File: src/rtl/gvf_pkg.sv
`default_nettype none
package gvf_pkg;

  localparam int DATA_W     = 32;
  localparam int COEF_W     = 16;
  localparam int SIGMA_W    = 24;
  localparam int CFG_IDX_W  = 3;
  localparam int NUM_COEF   = 3;
  localparam int FRAC_SHIFT = 15;

  // Six products of 48 bits each fit in 51 bits.
  localparam int PROD_W     = DATA_W + COEF_W;
  localparam int ACC_W      = PROD_W + 3;
  localparam int SUM_W      = DATA_W + 5;

  localparam int RAD_W      = DATA_W + 16;
  localparam int REM_W      = SIGMA_W + 2;
  localparam int ROOT_STEPS = SIGMA_W;
  localparam int ROOT_CNT_W = 5;

  localparam logic REQ_PRESAMPLE = 1'b0;
  localparam logic REQ_DATA      = 1'b1;

  localparam logic [CFG_IDX_W-1:0] REG_INTERCEPT = 3'd0;
  localparam logic [CFG_IDX_W-1:0] REG_ARCH_1    = 3'd1;
  localparam logic [CFG_IDX_W-1:0] REG_ARCH_2    = 3'd2;
  localparam logic [CFG_IDX_W-1:0] REG_ARCH_3    = 3'd3;
  localparam logic [CFG_IDX_W-1:0] REG_GARCH_1   = 3'd4;
  localparam logic [CFG_IDX_W-1:0] REG_GARCH_2   = 3'd5;
  localparam logic [CFG_IDX_W-1:0] REG_GARCH_3   = 3'd6;

  typedef struct packed {
    logic              kind;
    logic [DATA_W-1:0] rsq;
    logic [DATA_W-1:0] pvar;
    logic              sat;
  } entry_t;

  typedef struct packed {
    logic                 write;
    logic [CFG_IDX_W-1:0] index;
    logic [DATA_W-1:0]    data;
  } cfg_wr_t;

endpackage
`default_nettype wire

File: src/rtl/gvf_req_if.sv
`default_nettype none
interface gvf_req_if;
  logic                       valid;
  logic                       ready;
  logic                       req_type;
  logic signed [gvf_pkg::DATA_W-1:0] residual;
  logic [gvf_pkg::DATA_W-1:0] presample_arch;
  logic [gvf_pkg::DATA_W-1:0] presample_variance;

  modport source (output valid, req_type, residual, presample_arch, presample_variance,
                  input ready);
  modport sink (input valid, req_type, residual, presample_arch, presample_variance,
                output ready);
endinterface
`default_nettype wire

File: src/rtl/gvf_rsp_if.sv
`default_nettype none
interface gvf_rsp_if;
  logic                        valid;
  logic                        ready;
  logic [gvf_pkg::DATA_W-1:0]  variance;
  logic [gvf_pkg::SIGMA_W-1:0] sigma;
  logic                        saturated;

  modport source (output valid, variance, sigma, saturated, input ready);
  modport sink (input valid, variance, sigma, saturated, output ready);
endinterface
`default_nettype wire

File: src/rtl/garch_variance_filter_unit.sv
`default_nettype none
// Channel  Dir  Payload                                                Handshake
// req      in   req_type, residual, presample_arch, presample_variance valid/ready
// rsp      out  variance, sigma, saturated                              valid/ready
// cfg      in   cfg_index, cfg_data                                    cfg_write
//
// A data request passes through the back end as one shared 16x32 multiplier
// over the lag terms, one saturating sum, then a 24-step digit-by-digit
// square root. A presample request goes straight to the square root.
// The front end squares the residual and queues requests, so input stalls only
// when the queue is full. Synchronous reset clears histories, coefficients and
// control state.
module garch_variance_filter_unit #(
  parameter int MAX_ORDER   = 3,
  parameter int QUEUE_DEPTH = 2
) (
  input  wire logic                          clk,
  input  wire logic                          rst,
  input  wire logic                          cfg_write,
  input  wire logic [gvf_pkg::CFG_IDX_W-1:0] cfg_index,
  input  wire logic [gvf_pkg::DATA_W-1:0]    cfg_data,
  gvf_req_if.sink                            req,
  gvf_rsp_if.source                          rsp
);

  gvf_pkg::cfg_wr_t cfg;
  gvf_pkg::entry_t  push_entry;
  logic             push_valid;
  logic             push_ready;
  gvf_pkg::entry_t  pop_entry;
  logic             pop_valid;
  logic             pop_ready;

  assign cfg.write = cfg_write;
  assign cfg.index = cfg_index;
  assign cfg.data  = cfg_data;

  gvf_front u_front (
    .clk        (clk),
    .rst        (rst),
    .req        (req),
    .push_entry (push_entry),
    .push_valid (push_valid),
    .push_ready (push_ready)
  );

  gvf_queue #(
    .DEPTH (QUEUE_DEPTH)
  ) u_queue (
    .clk        (clk),
    .rst        (rst),
    .push_entry (push_entry),
    .push_valid (push_valid),
    .push_ready (push_ready),
    .pop_entry  (pop_entry),
    .pop_valid  (pop_valid),
    .pop_ready  (pop_ready)
  );

  gvf_back #(
    .MAX_ORDER (MAX_ORDER)
  ) u_back (
    .clk       (clk),
    .rst       (rst),
    .cfg       (cfg),
    .pop_entry (pop_entry),
    .pop_valid (pop_valid),
    .pop_ready (pop_ready),
    .rsp       (rsp)
  );

endmodule
`default_nettype wire

File: src/rtl/gvf_front.sv
`default_nettype none
module gvf_front (
  input  wire logic       clk,
  input  wire logic       rst,
  gvf_req_if.sink         req,
  output gvf_pkg::entry_t push_entry,
  output logic            push_valid,
  input  wire logic       push_ready
);

  logic                       hold_valid;
  logic                       hold_kind;
  logic [gvf_pkg::DATA_W-1:0] hold_mag;
  logic [gvf_pkg::DATA_W-1:0] hold_pa;
  logic [gvf_pkg::DATA_W-1:0] hold_pv;
  logic [2*gvf_pkg::DATA_W-1:0] sq;
  logic                       sq_ovf;
  logic                       take;
  logic                       push_done;

  assign push_done = hold_valid && push_ready;
  assign req.ready = !hold_valid || push_ready;
  assign take      = req.valid && req.ready;

  always_ff @(posedge clk) begin
    if (rst) begin
      hold_valid <= 1'b0;
    end else if (take) begin
      hold_valid <= 1'b1;
    end else if (push_done) begin
      hold_valid <= 1'b0;
    end
  end

  // Hold the residual magnitude; the most negative value maps to 2^31.
  always_ff @(posedge clk) begin
    if (take) begin
      hold_kind <= req.req_type;
      hold_mag  <= req.residual[gvf_pkg::DATA_W-1] ? (~req.residual + 1'b1) : req.residual;
      hold_pa   <= req.presample_arch;
      hold_pv   <= req.presample_variance;
    end
  end

  assign sq     = {{gvf_pkg::DATA_W{1'b0}}, hold_mag} * {{gvf_pkg::DATA_W{1'b0}}, hold_mag};
  assign sq_ovf = |sq[2*gvf_pkg::DATA_W-1:gvf_pkg::DATA_W+16];

  always_comb begin
    push_entry.kind = hold_kind;
    push_entry.pvar = hold_pv;
    if (hold_kind == gvf_pkg::REQ_DATA) begin
      push_entry.rsq = sq_ovf ? '1 : sq[gvf_pkg::DATA_W+15:16];
      push_entry.sat = sq_ovf;
    end else begin
      push_entry.rsq = hold_pa;
      push_entry.sat = 1'b0;
    end
  end

  assign push_valid = hold_valid;

endmodule
`default_nettype wire

File: src/rtl/gvf_queue.sv
`default_nettype none
module gvf_queue #(
  parameter int DEPTH = 2
) (
  input  wire logic             clk,
  input  wire logic             rst,
  input  wire gvf_pkg::entry_t  push_entry,
  input  wire logic             push_valid,
  output logic                  push_ready,
  output gvf_pkg::entry_t       pop_entry,
  output logic                  pop_valid,
  input  wire logic             pop_ready
);

  localparam int AW = (DEPTH > 1) ? $clog2(DEPTH) : 1;
  localparam int CW = $clog2(DEPTH + 1);

  gvf_pkg::entry_t slots [DEPTH];
  logic [AW-1:0]   wr_ptr;
  logic [AW-1:0]   rd_ptr;
  logic [CW-1:0]   count;
  logic            do_push;
  logic            do_pop;

  assign push_ready = (count != CW'(DEPTH));
  assign pop_valid  = (count != '0);
  assign do_push    = push_valid && push_ready;
  assign do_pop     = pop_valid && pop_ready;
  assign pop_entry  = slots[rd_ptr];

  always_ff @(posedge clk) begin
    if (rst) begin
      wr_ptr <= '0;
      rd_ptr <= '0;
      count  <= '0;
    end else begin
      if (do_push) begin
        wr_ptr <= (wr_ptr == AW'(DEPTH - 1)) ? '0 : wr_ptr + 1'b1;
      end
      if (do_pop) begin
        rd_ptr <= (rd_ptr == AW'(DEPTH - 1)) ? '0 : rd_ptr + 1'b1;
      end
      if (do_push && !do_pop) begin
        count <= count + 1'b1;
      end else if (do_pop && !do_push) begin
        count <= count - 1'b1;
      end
    end
  end

  always_ff @(posedge clk) begin
    if (do_push) begin
      slots[wr_ptr] <= push_entry;
    end
  end

endmodule
`default_nettype wire

File: src/rtl/gvf_back.sv
`default_nettype none
module gvf_back #(
  parameter int MAX_ORDER = 3
) (
  input  wire logic             clk,
  input  wire logic             rst,
  input  wire gvf_pkg::cfg_wr_t cfg,
  input  wire gvf_pkg::entry_t  pop_entry,
  input  wire logic             pop_valid,
  output logic                  pop_ready,
  gvf_rsp_if.source             rsp
);

  localparam int NCOEF = (MAX_ORDER < gvf_pkg::NUM_COEF) ? MAX_ORDER : gvf_pkg::NUM_COEF;
  localparam int NTERM = 2 * NCOEF;
  localparam int TW    = $clog2(NTERM + 1);

  typedef enum logic [4:0] {
    S_IDLE = 5'b00001,
    S_MAC  = 5'b00010,
    S_SUM  = 5'b00100,
    S_ROOT = 5'b01000,
    S_OUT  = 5'b10000
  } state_t;

  state_t state;
  state_t state_next;

  logic [gvf_pkg::DATA_W-1:0] omega;
  logic [gvf_pkg::COEF_W-1:0] arch_coef  [gvf_pkg::NUM_COEF];
  logic [gvf_pkg::COEF_W-1:0] garch_coef [gvf_pkg::NUM_COEF];
  logic [gvf_pkg::DATA_W-1:0] rsq_hist   [MAX_ORDER];
  logic [gvf_pkg::DATA_W-1:0] var_hist   [MAX_ORDER];

  logic [TW-1:0]                  term;
  logic [gvf_pkg::COEF_W-1:0]     cur_coef;
  logic [gvf_pkg::DATA_W-1:0]     cur_hist;
  logic [gvf_pkg::PROD_W-1:0]     prod;
  logic [gvf_pkg::ACC_W-1:0]      acc;
  logic [gvf_pkg::SUM_W-1:0]      total;
  logic                           var_ovf;
  logic [gvf_pkg::DATA_W-1:0]     var_sum;

  logic [gvf_pkg::DATA_W-1:0]     rsq_new;
  logic [gvf_pkg::DATA_W-1:0]     var_r;
  logic                           sat_r;

  logic                           pop_take;
  logic                           hist_push;
  logic [gvf_pkg::DATA_W-1:0]     hist_rsq_in;
  logic [gvf_pkg::DATA_W-1:0]     hist_var_in;

  logic [gvf_pkg::RAD_W-1:0]      rad;
  logic [gvf_pkg::REM_W-1:0]      rem;
  logic [gvf_pkg::SIGMA_W-1:0]    root;
  logic [gvf_pkg::ROOT_CNT_W-1:0] rcnt;
  logic [gvf_pkg::REM_W+1:0]      rem_shift;
  logic [gvf_pkg::REM_W+1:0]      trial;
  logic                           root_bit;

  logic                           out_load;

  // Configuration registers
  always_ff @(posedge clk) begin
    if (rst) begin
      omega <= '0;
      for (int k = 0; k < gvf_pkg::NUM_COEF; k++) begin
        arch_coef[k]  <= '0;
        garch_coef[k] <= '0;
      end
    end else if (cfg.write) begin
      unique case (cfg.index)
        gvf_pkg::REG_INTERCEPT: omega         <= cfg.data;
        gvf_pkg::REG_ARCH_1:    arch_coef[0]  <= cfg.data[gvf_pkg::COEF_W-1:0];
        gvf_pkg::REG_ARCH_2:    arch_coef[1]  <= cfg.data[gvf_pkg::COEF_W-1:0];
        gvf_pkg::REG_ARCH_3:    arch_coef[2]  <= cfg.data[gvf_pkg::COEF_W-1:0];
        gvf_pkg::REG_GARCH_1:   garch_coef[0] <= cfg.data[gvf_pkg::COEF_W-1:0];
        gvf_pkg::REG_GARCH_2:   garch_coef[1] <= cfg.data[gvf_pkg::COEF_W-1:0];
        gvf_pkg::REG_GARCH_3:   garch_coef[2] <= cfg.data[gvf_pkg::COEF_W-1:0];
        default: ;
      endcase
    end
  end

  assign pop_ready = (state == S_IDLE);
  assign pop_take  = pop_valid && pop_ready;

  // Select one coefficient and one lag per MAC step
  always_comb begin
    cur_coef = '0;
    cur_hist = '0;
    for (int k = 0; k < NCOEF; k++) begin
      if (term == TW'(k)) begin
        cur_coef = arch_coef[k];
        cur_hist = rsq_hist[k];
      end
      if (term == TW'(k + NCOEF)) begin
        cur_coef = garch_coef[k];
        cur_hist = var_hist[k];
      end
    end
  end

  assign total   = gvf_pkg::SUM_W'(acc >> gvf_pkg::FRAC_SHIFT)
                 + gvf_pkg::SUM_W'(omega);
  assign var_ovf = |total[gvf_pkg::SUM_W-1:gvf_pkg::DATA_W];
  assign var_sum = var_ovf ? '1 : total[gvf_pkg::DATA_W-1:0];

  assign hist_push   = (pop_take && pop_entry.kind == gvf_pkg::REQ_PRESAMPLE)
                     || (state == S_SUM);
  assign hist_rsq_in = (state == S_SUM) ? rsq_new : pop_entry.rsq;
  assign hist_var_in = (state == S_SUM) ? var_sum : pop_entry.pvar;

  // Lag histories, lag one at index zero
  always_ff @(posedge clk) begin
    if (rst) begin
      for (int k = 0; k < MAX_ORDER; k++) begin
        rsq_hist[k] <= '0;
        var_hist[k] <= '0;
      end
    end else if (hist_push) begin
      rsq_hist[0] <= hist_rsq_in;
      var_hist[0] <= hist_var_in;
      for (int k = 1; k < MAX_ORDER; k++) begin
        rsq_hist[k] <= rsq_hist[k-1];
        var_hist[k] <= var_hist[k-1];
      end
    end
  end

  // One root bit per step
  assign rem_shift = {rem, rad[gvf_pkg::RAD_W-1:gvf_pkg::RAD_W-2]};
  assign trial     = {2'b00, root, 2'b01};
  assign root_bit  = (rem_shift >= trial);

  assign out_load = (state == S_OUT) && (!rsp.valid || rsp.ready);

  always_comb begin
    state_next = state;
    unique case (state)
      S_IDLE: begin
        if (pop_take) begin
          state_next = (pop_entry.kind == gvf_pkg::REQ_DATA) ? S_MAC : S_ROOT;
        end
      end
      S_MAC:  if (term == TW'(NTERM)) state_next = S_SUM;
      S_SUM:  state_next = S_ROOT;
      S_ROOT: if (rcnt == gvf_pkg::ROOT_CNT_W'(gvf_pkg::ROOT_STEPS - 1)) state_next = S_OUT;
      S_OUT:  if (out_load) state_next = S_IDLE;
      default: state_next = S_IDLE;
    endcase
  end

  always_ff @(posedge clk) begin
    if (rst) begin
      state     <= S_IDLE;
      rsp.valid <= 1'b0;
    end else begin
      state <= state_next;
      if (out_load) begin
        rsp.valid <= 1'b1;
      end else if (rsp.ready) begin
        rsp.valid <= 1'b0;
      end
    end
  end

  // Datapath
  always_ff @(posedge clk) begin
    if (pop_take) begin
      rsq_new <= pop_entry.rsq;
      sat_r   <= pop_entry.sat;
      term    <= '0;
      acc     <= '0;
    end
    if (state == S_MAC) begin
      prod <= gvf_pkg::PROD_W'(cur_coef) * gvf_pkg::PROD_W'(cur_hist);
      if (term != '0) begin
        acc <= acc + gvf_pkg::ACC_W'(prod);
      end
      term <= term + 1'b1;
    end
    if (state == S_SUM) begin
      sat_r <= sat_r | var_ovf;
    end
    if (hist_push) begin
      var_r <= hist_var_in;
      rad   <= {hist_var_in, 16'b0};
      rem   <= '0;
      root  <= '0;
      rcnt  <= '0;
    end
    if (state == S_ROOT) begin
      rad  <= rad << 2;
      rem  <= root_bit ? gvf_pkg::REM_W'(rem_shift - trial)
                       : gvf_pkg::REM_W'(rem_shift);
      root <= {root[gvf_pkg::SIGMA_W-2:0], root_bit};
      rcnt <= rcnt + 1'b1;
    end
  end

  always_ff @(posedge clk) begin
    if (out_load) begin
      rsp.variance  <= var_r;
      rsp.sigma     <= root;
      rsp.saturated <= sat_r;
    end
  end

endmodule
`default_nettype wire
File: src/flat_wrapper.sv
// flat-port wrapper written by rule: the top's interface ports become plain ports
module garch_variance_filter_unit_flat 
#(
  parameter int MAX_ORDER   = 3,
  parameter int QUEUE_DEPTH = 2
)
  (clk, rst, cfg_write, cfg_index, cfg_data, req_valid, req_req_type, req_residual, req_presample_arch, req_presample_variance, req_ready, rsp_valid, rsp_variance, rsp_sigma, rsp_saturated, rsp_ready);
  gvf_req_if req_i ();
  gvf_rsp_if rsp_i ();
  input  wire logic clk;
  input  wire logic rst;
  input  wire logic cfg_write;
  input  wire logic [gvf_pkg::CFG_IDX_W-1:0] cfg_index;
  input  wire logic [gvf_pkg::DATA_W-1:0] cfg_data;
  input wire logic [$bits(req_i.valid)-1:0] req_valid;
  input wire logic [$bits(req_i.req_type)-1:0] req_req_type;
  input wire logic [$bits(req_i.residual)-1:0] req_residual;
  input wire logic [$bits(req_i.presample_arch)-1:0] req_presample_arch;
  input wire logic [$bits(req_i.presample_variance)-1:0] req_presample_variance;
  output wire logic [$bits(req_i.ready)-1:0] req_ready;
  output wire logic [$bits(rsp_i.valid)-1:0] rsp_valid;
  output wire logic [$bits(rsp_i.variance)-1:0] rsp_variance;
  output wire logic [$bits(rsp_i.sigma)-1:0] rsp_sigma;
  output wire logic [$bits(rsp_i.saturated)-1:0] rsp_saturated;
  input wire logic [$bits(rsp_i.ready)-1:0] rsp_ready;
  assign req_i.valid = req_valid;
  assign req_i.req_type = req_req_type;
  assign req_i.residual = req_residual;
  assign req_i.presample_arch = req_presample_arch;
  assign req_i.presample_variance = req_presample_variance;
  assign req_ready = req_i.ready;
  assign rsp_valid = rsp_i.valid;
  assign rsp_variance = rsp_i.variance;
  assign rsp_sigma = rsp_i.sigma;
  assign rsp_saturated = rsp_i.saturated;
  assign rsp_i.ready = rsp_ready;
  garch_variance_filter_unit #(.MAX_ORDER(MAX_ORDER), .QUEUE_DEPTH(QUEUE_DEPTH)) u_core (.clk(clk), .rst(rst), .cfg_write(cfg_write), .cfg_index(cfg_index), .cfg_data(cfg_data), .req(req_i), .rsp(rsp_i));
endmodule
File: config.mk
export PLATFORM = sky130hd
export DESIGN_NAME = garch_variance_filter_unit_flat
export DESIGN_NICKNAME = d
export VERILOG_FILES = /design/src/rtl/gvf_pkg.sv /design/src/rtl/gvf_req_if.sv /design/src/rtl/gvf_rsp_if.sv /design/src/rtl/garch_variance_filter_unit.sv /design/src/rtl/gvf_front.sv /design/src/rtl/gvf_queue.sv /design/src/rtl/gvf_back.sv /design/src/flat_wrapper.sv
export SDC_FILE = /design/constraint.sdc
export NUM_CORES = 2
export LEC_CHECK = 0
export BUFFER_PORTS_ARGS = -buffer_cell sky130_fd_sc_hd__buf_4
export CAP_MARGIN = 20
export CORE_MARGIN = 2
export CORE_UTILIZATION = 55
export CTS_CLUSTER_DIAMETER = 50
export DETAILED_ROUTE_END_ITERATION = 8
export PLACE_DENSITY_LB_ADDON = 0.3
export SLEW_MARGIN = 20
export SYNTH_ARGS = -nofsm -noshare
export SYNTH_HDL_FRONTEND = slang
export SYNTH_HIERARCHICAL = 1
export SYNTH_SLANG_ARGS = --single-unit
File: constraint.sdc
create_clock -name clk -period 10.5 [get_ports clk]
set_input_delay 0 -clock clk [delete_from_list [all_inputs] [get_ports clk]]
set_output_delay 0 -clock clk [all_outputs]
set_load 0.01 [all_outputs]
==> flow_summary.toml <==
[critical_path]
cpPeakStageDelay_ns = 0.84
worstPathBufferInverterCount = 7
start_kind = "register"
worstPathMaxFanout = 37
worstPathRequired_ns = 10.96
cp_slowest_cell = "and2_2"
endpoint_kind = "register"
arrival_ns = 10.28
critical_path_class = "reg2reg"
crit_family = "adder cells"

[die]
core_region_area_um2 = 154000
die_w_um = 398
die_area_um2 = 158000
initial_core_util_pct = 55.3
io_pins = 196
fp.dieH_um = 398
num_rows = 144

[finish]
nFillCells = 12500
fin_nets = 10600
drive_above_1_share_pct = 7.65
multiInputGateArea_um2 = 53000
final_cell_area_um2 = 95100
regArea_um2 = 25200
area_growth_pct = 11.6

[synthesis]
syn_nets = 10300
ys.flop_type = "edfxtp_1"
yosysSeqAreaShare_pct = 29.6
synthesis.area_um2 = 85200
synth_edf_count = 777
ys_async_sr_fraction_pct = 0
synth_area_per_cell_um2 = 10.1
ys_seq_elements = 872
yosysUniqueCellTypes = 93
synthCells = 8458
ys_warn_count = 6

[route]
wl_um = 240000
vias = 62200
via_per_inst = 5.71
drc_errors = 0
routedWlPerCell_um = 22.0
drt_iter0_drc = 4993
ant_nets = 0
dr.pass1.iters = 6

[timing]
max_freq_ghz = 0.102
setup_tns_ns = 0
relSlewSlack_pct = 24.1
setup_viol = 0
period_needed_ns = 9.83
finalMaxSlewViolations = 0
worst_pin_slew_ns = 1.14
hold_viol_final = 0
fin_crit_sh_pct = 93.6
rsz0062_at_grt = "false"
clock_skew_ns = 0.109

[min_path]
hold_path_class = "in2reg"

[clock_tree]
cts_tree = "yes"
postCtsHoldBufs = 224
cts-buffers-inserted = 103
clk_pin_slew_worst_paths_ns = 0.06
clockRootBuffer = "clkbuf_16"
clock_sinks = 872
cts_buffer_depth = 3
htreeDepth = 3
post-cts-setup-buffers = 0
cts_resized = 0
clkLatencyLatePin_ns = 0.76

[placed_design]
dp_hpwl_um = 187000
placed_cell_area_um2 = 89200
gp_congestion = 0.960
io_buffers = 195

[job]
cap_violations = 0

[run_status]
outcome = "finished clean"

[global_route]
grt_pass1_wl_um = 375000
grt_max_degree = 134
antenna_found_initial = 9
grt_pass1_vias = 66100
grtUsageTotal_pct = 30.9
overflow = 0
-- layout make-up --
cell class | count | share of cell area, %
multi-input cells | 5698 | 55.7
inverters | 1506 | 5.94
well taps | 2044 | 2.69
clock inverters | 77 | 1.05
repair buffers | 578 | 5.28
clock buffers | 119 | 2.81
diodes | 2 | 0.00526
flip-flops and latches | 872 | 26.5
-- layout by cell type (no fill, tap or decap), types with 18 or more instances in the layout --
cell type	synthesis	layout
a211oi_1	42	42
a21o_1	103	103
a21oi_1	345	340
a221oi_1	57	57
a31o_2	20	20
a31oi_1	57	57
and2_1	440	437
and3_1	19	18
buf_4	8	344
clkbuf_16	0	103
clkinv_1	0	18
dfxtp_1	95	94
dlygate4sd3_1	0	224
edfxtp_1	777	777
fa_1	1212	1212
ha_1	529	528
inv_1	1506	1504
mux2_2	68	68
mux2i_1	19	19
nand2_1	985	981
nand2b_1	34	33
nand3_1	46	45
nand4_1	58	58
nor2_1	648	645
nor2b_1	33	31
nor3_1	87	87
o211ai_1	21	21
o21a_1	70	70
o21ai_0	214	211
o21ai_1	40	37
o21bai_1	31	31
o311ai_0	42	42
o31ai_1	22	22
or3_1	20	20
xnor2_1	146	146
xor2_1	100	100
-- flip-flops by register name, indices dropped and copies added (netlist names), 26 cells and up, named ones only --
| name | flops |
|---|---|
| u_core/u_back/garch_coef | 48 |
| u_core/u_back/acc | 51 |
| u_core/u_back/omega | 32 |
| u_core/u_back/rsq_hist | 96 |
| u_core/u_back/arch_coef | 48 |
| u_core/u_back/var_hist | 96 |
| u_core/u_front/hold_pa | 32 |
| u_core/u_back/rsp.variance | 32 |
| u_core/u_back/rad | 32 |
| u_core/u_front/hold_pv | 32 |
| u_core/u_back/var_r | 32 |
| u_core/u_back/prod | 48 |
| u_core/u_front/hold_mag | 32 |
| u_core/u_back/rem | 26 |
| u_core/u_queue/slots | 132 |
| u_core/u_back/rsq_new | 32 |
-- metrics by stage --
stage	util, %	hold WS, ns	setup WS, ns	std cells
5_1_grt	61.8	0.0156	0.0899	10900
3_3_place_gp	57.9	0.179	1.05	10500
4_1_cts	61.7	0.000822	0.794	10900
6_report	61.8	0.0313	0.672	10900
3_5_place_dp	57.9	0.179	0.865	10500
2_1_floorplan	-	0.0691	2.07	8458
-- worst register-to-register path, delay by kind of cell (launching register included) --
| family | cells | cell delay (ns) |
|---|---|---|
| flops | 1 | 0.45 |
| fa+ha+maj | 8 | 3.56 |
| compound gates | 12 | 3.42 |
| buf+inv | 7 | 1.01 |
| xor+xnor | 1 | 0.14 |
| simple gates | 3 | 0.98 |
-- layer usage --
metal | track usage, % | up-vias | routed length [um]
met5 | 0 | - | 25
met4 | 14.0 | 4 | 12700
met3 | 5.00 | 553 | 17200
met2 | 51.8 | 2487 | 115000
met1 | 39.5 | 31300 | 94500
li1 | - | 27900 | -
-- final timing paths --
kind	start	endpoint	slack (ns)	cells past startpoint
min	req_presample_variance[23]	u_core/u_front/hold_pv[23]	0.03	2
min reg2reg	u_core/u_back/var_r[30]	u_core/u_back/rsp.variance[30]	0.41	0
max	u_core/u_back/term[0]	u_core/u_back/prod[43]	0.67	31
max reg2reg	u_core/u_back/term[0]	u_core/u_back/prod[43]	0.67	31
-- cell usage after synthesis, types with 42 or more instances --
library cell | count | area [um^2]
nand3_1 | 46 | 230
fa_1 | 1212 | 24300
nand2_1 | 985 | 3700
o21ai_0 | 214 | 1070
o311ai_0 | 42 | 368
a21oi_1 | 345 | 1730
o21a_1 | 70 | 526
mux2_2 | 68 | 766
a31oi_1 | 57 | 357
edfxtp_1 | 777 | 23300
nand4_1 | 58 | 363
clkbuf_1 | 332 | 1250
a21o_1 | 103 | 773
ha_1 | 529 | 6620
xnor2_1 | 146 | 1280
and2_1 | 440 | 2750
nor2_1 | 648 | 2430
dfxtp_1 | 95 | 1900
xor2_1 | 100 | 876
a221oi_1 | 57 | 499
a211oi_1 | 42 | 315
inv_1 | 1506 | 5650
nor3_1 | 87 | 435
-- cells by family (layout without fill, tap and decap cells) --
logic type	Yosys count	after routing	synth area share, %
buffers and inverters	1888	2280	8.42
and+or+nand+nor	2439	2439	13.1
AOI/OAI and AO/OA	1183	1183	9.00
xor gates and xnor gates	248	248	2.57
adders and majority gates	1741	1741	36.2
DFF	872	872	29.6
other	0	2	0
muxes	87	87	1.12
Power is left out: the tool's default activity adds up to more than one toggle a clock period on the data nets, which glitch-free logic cannot reach.
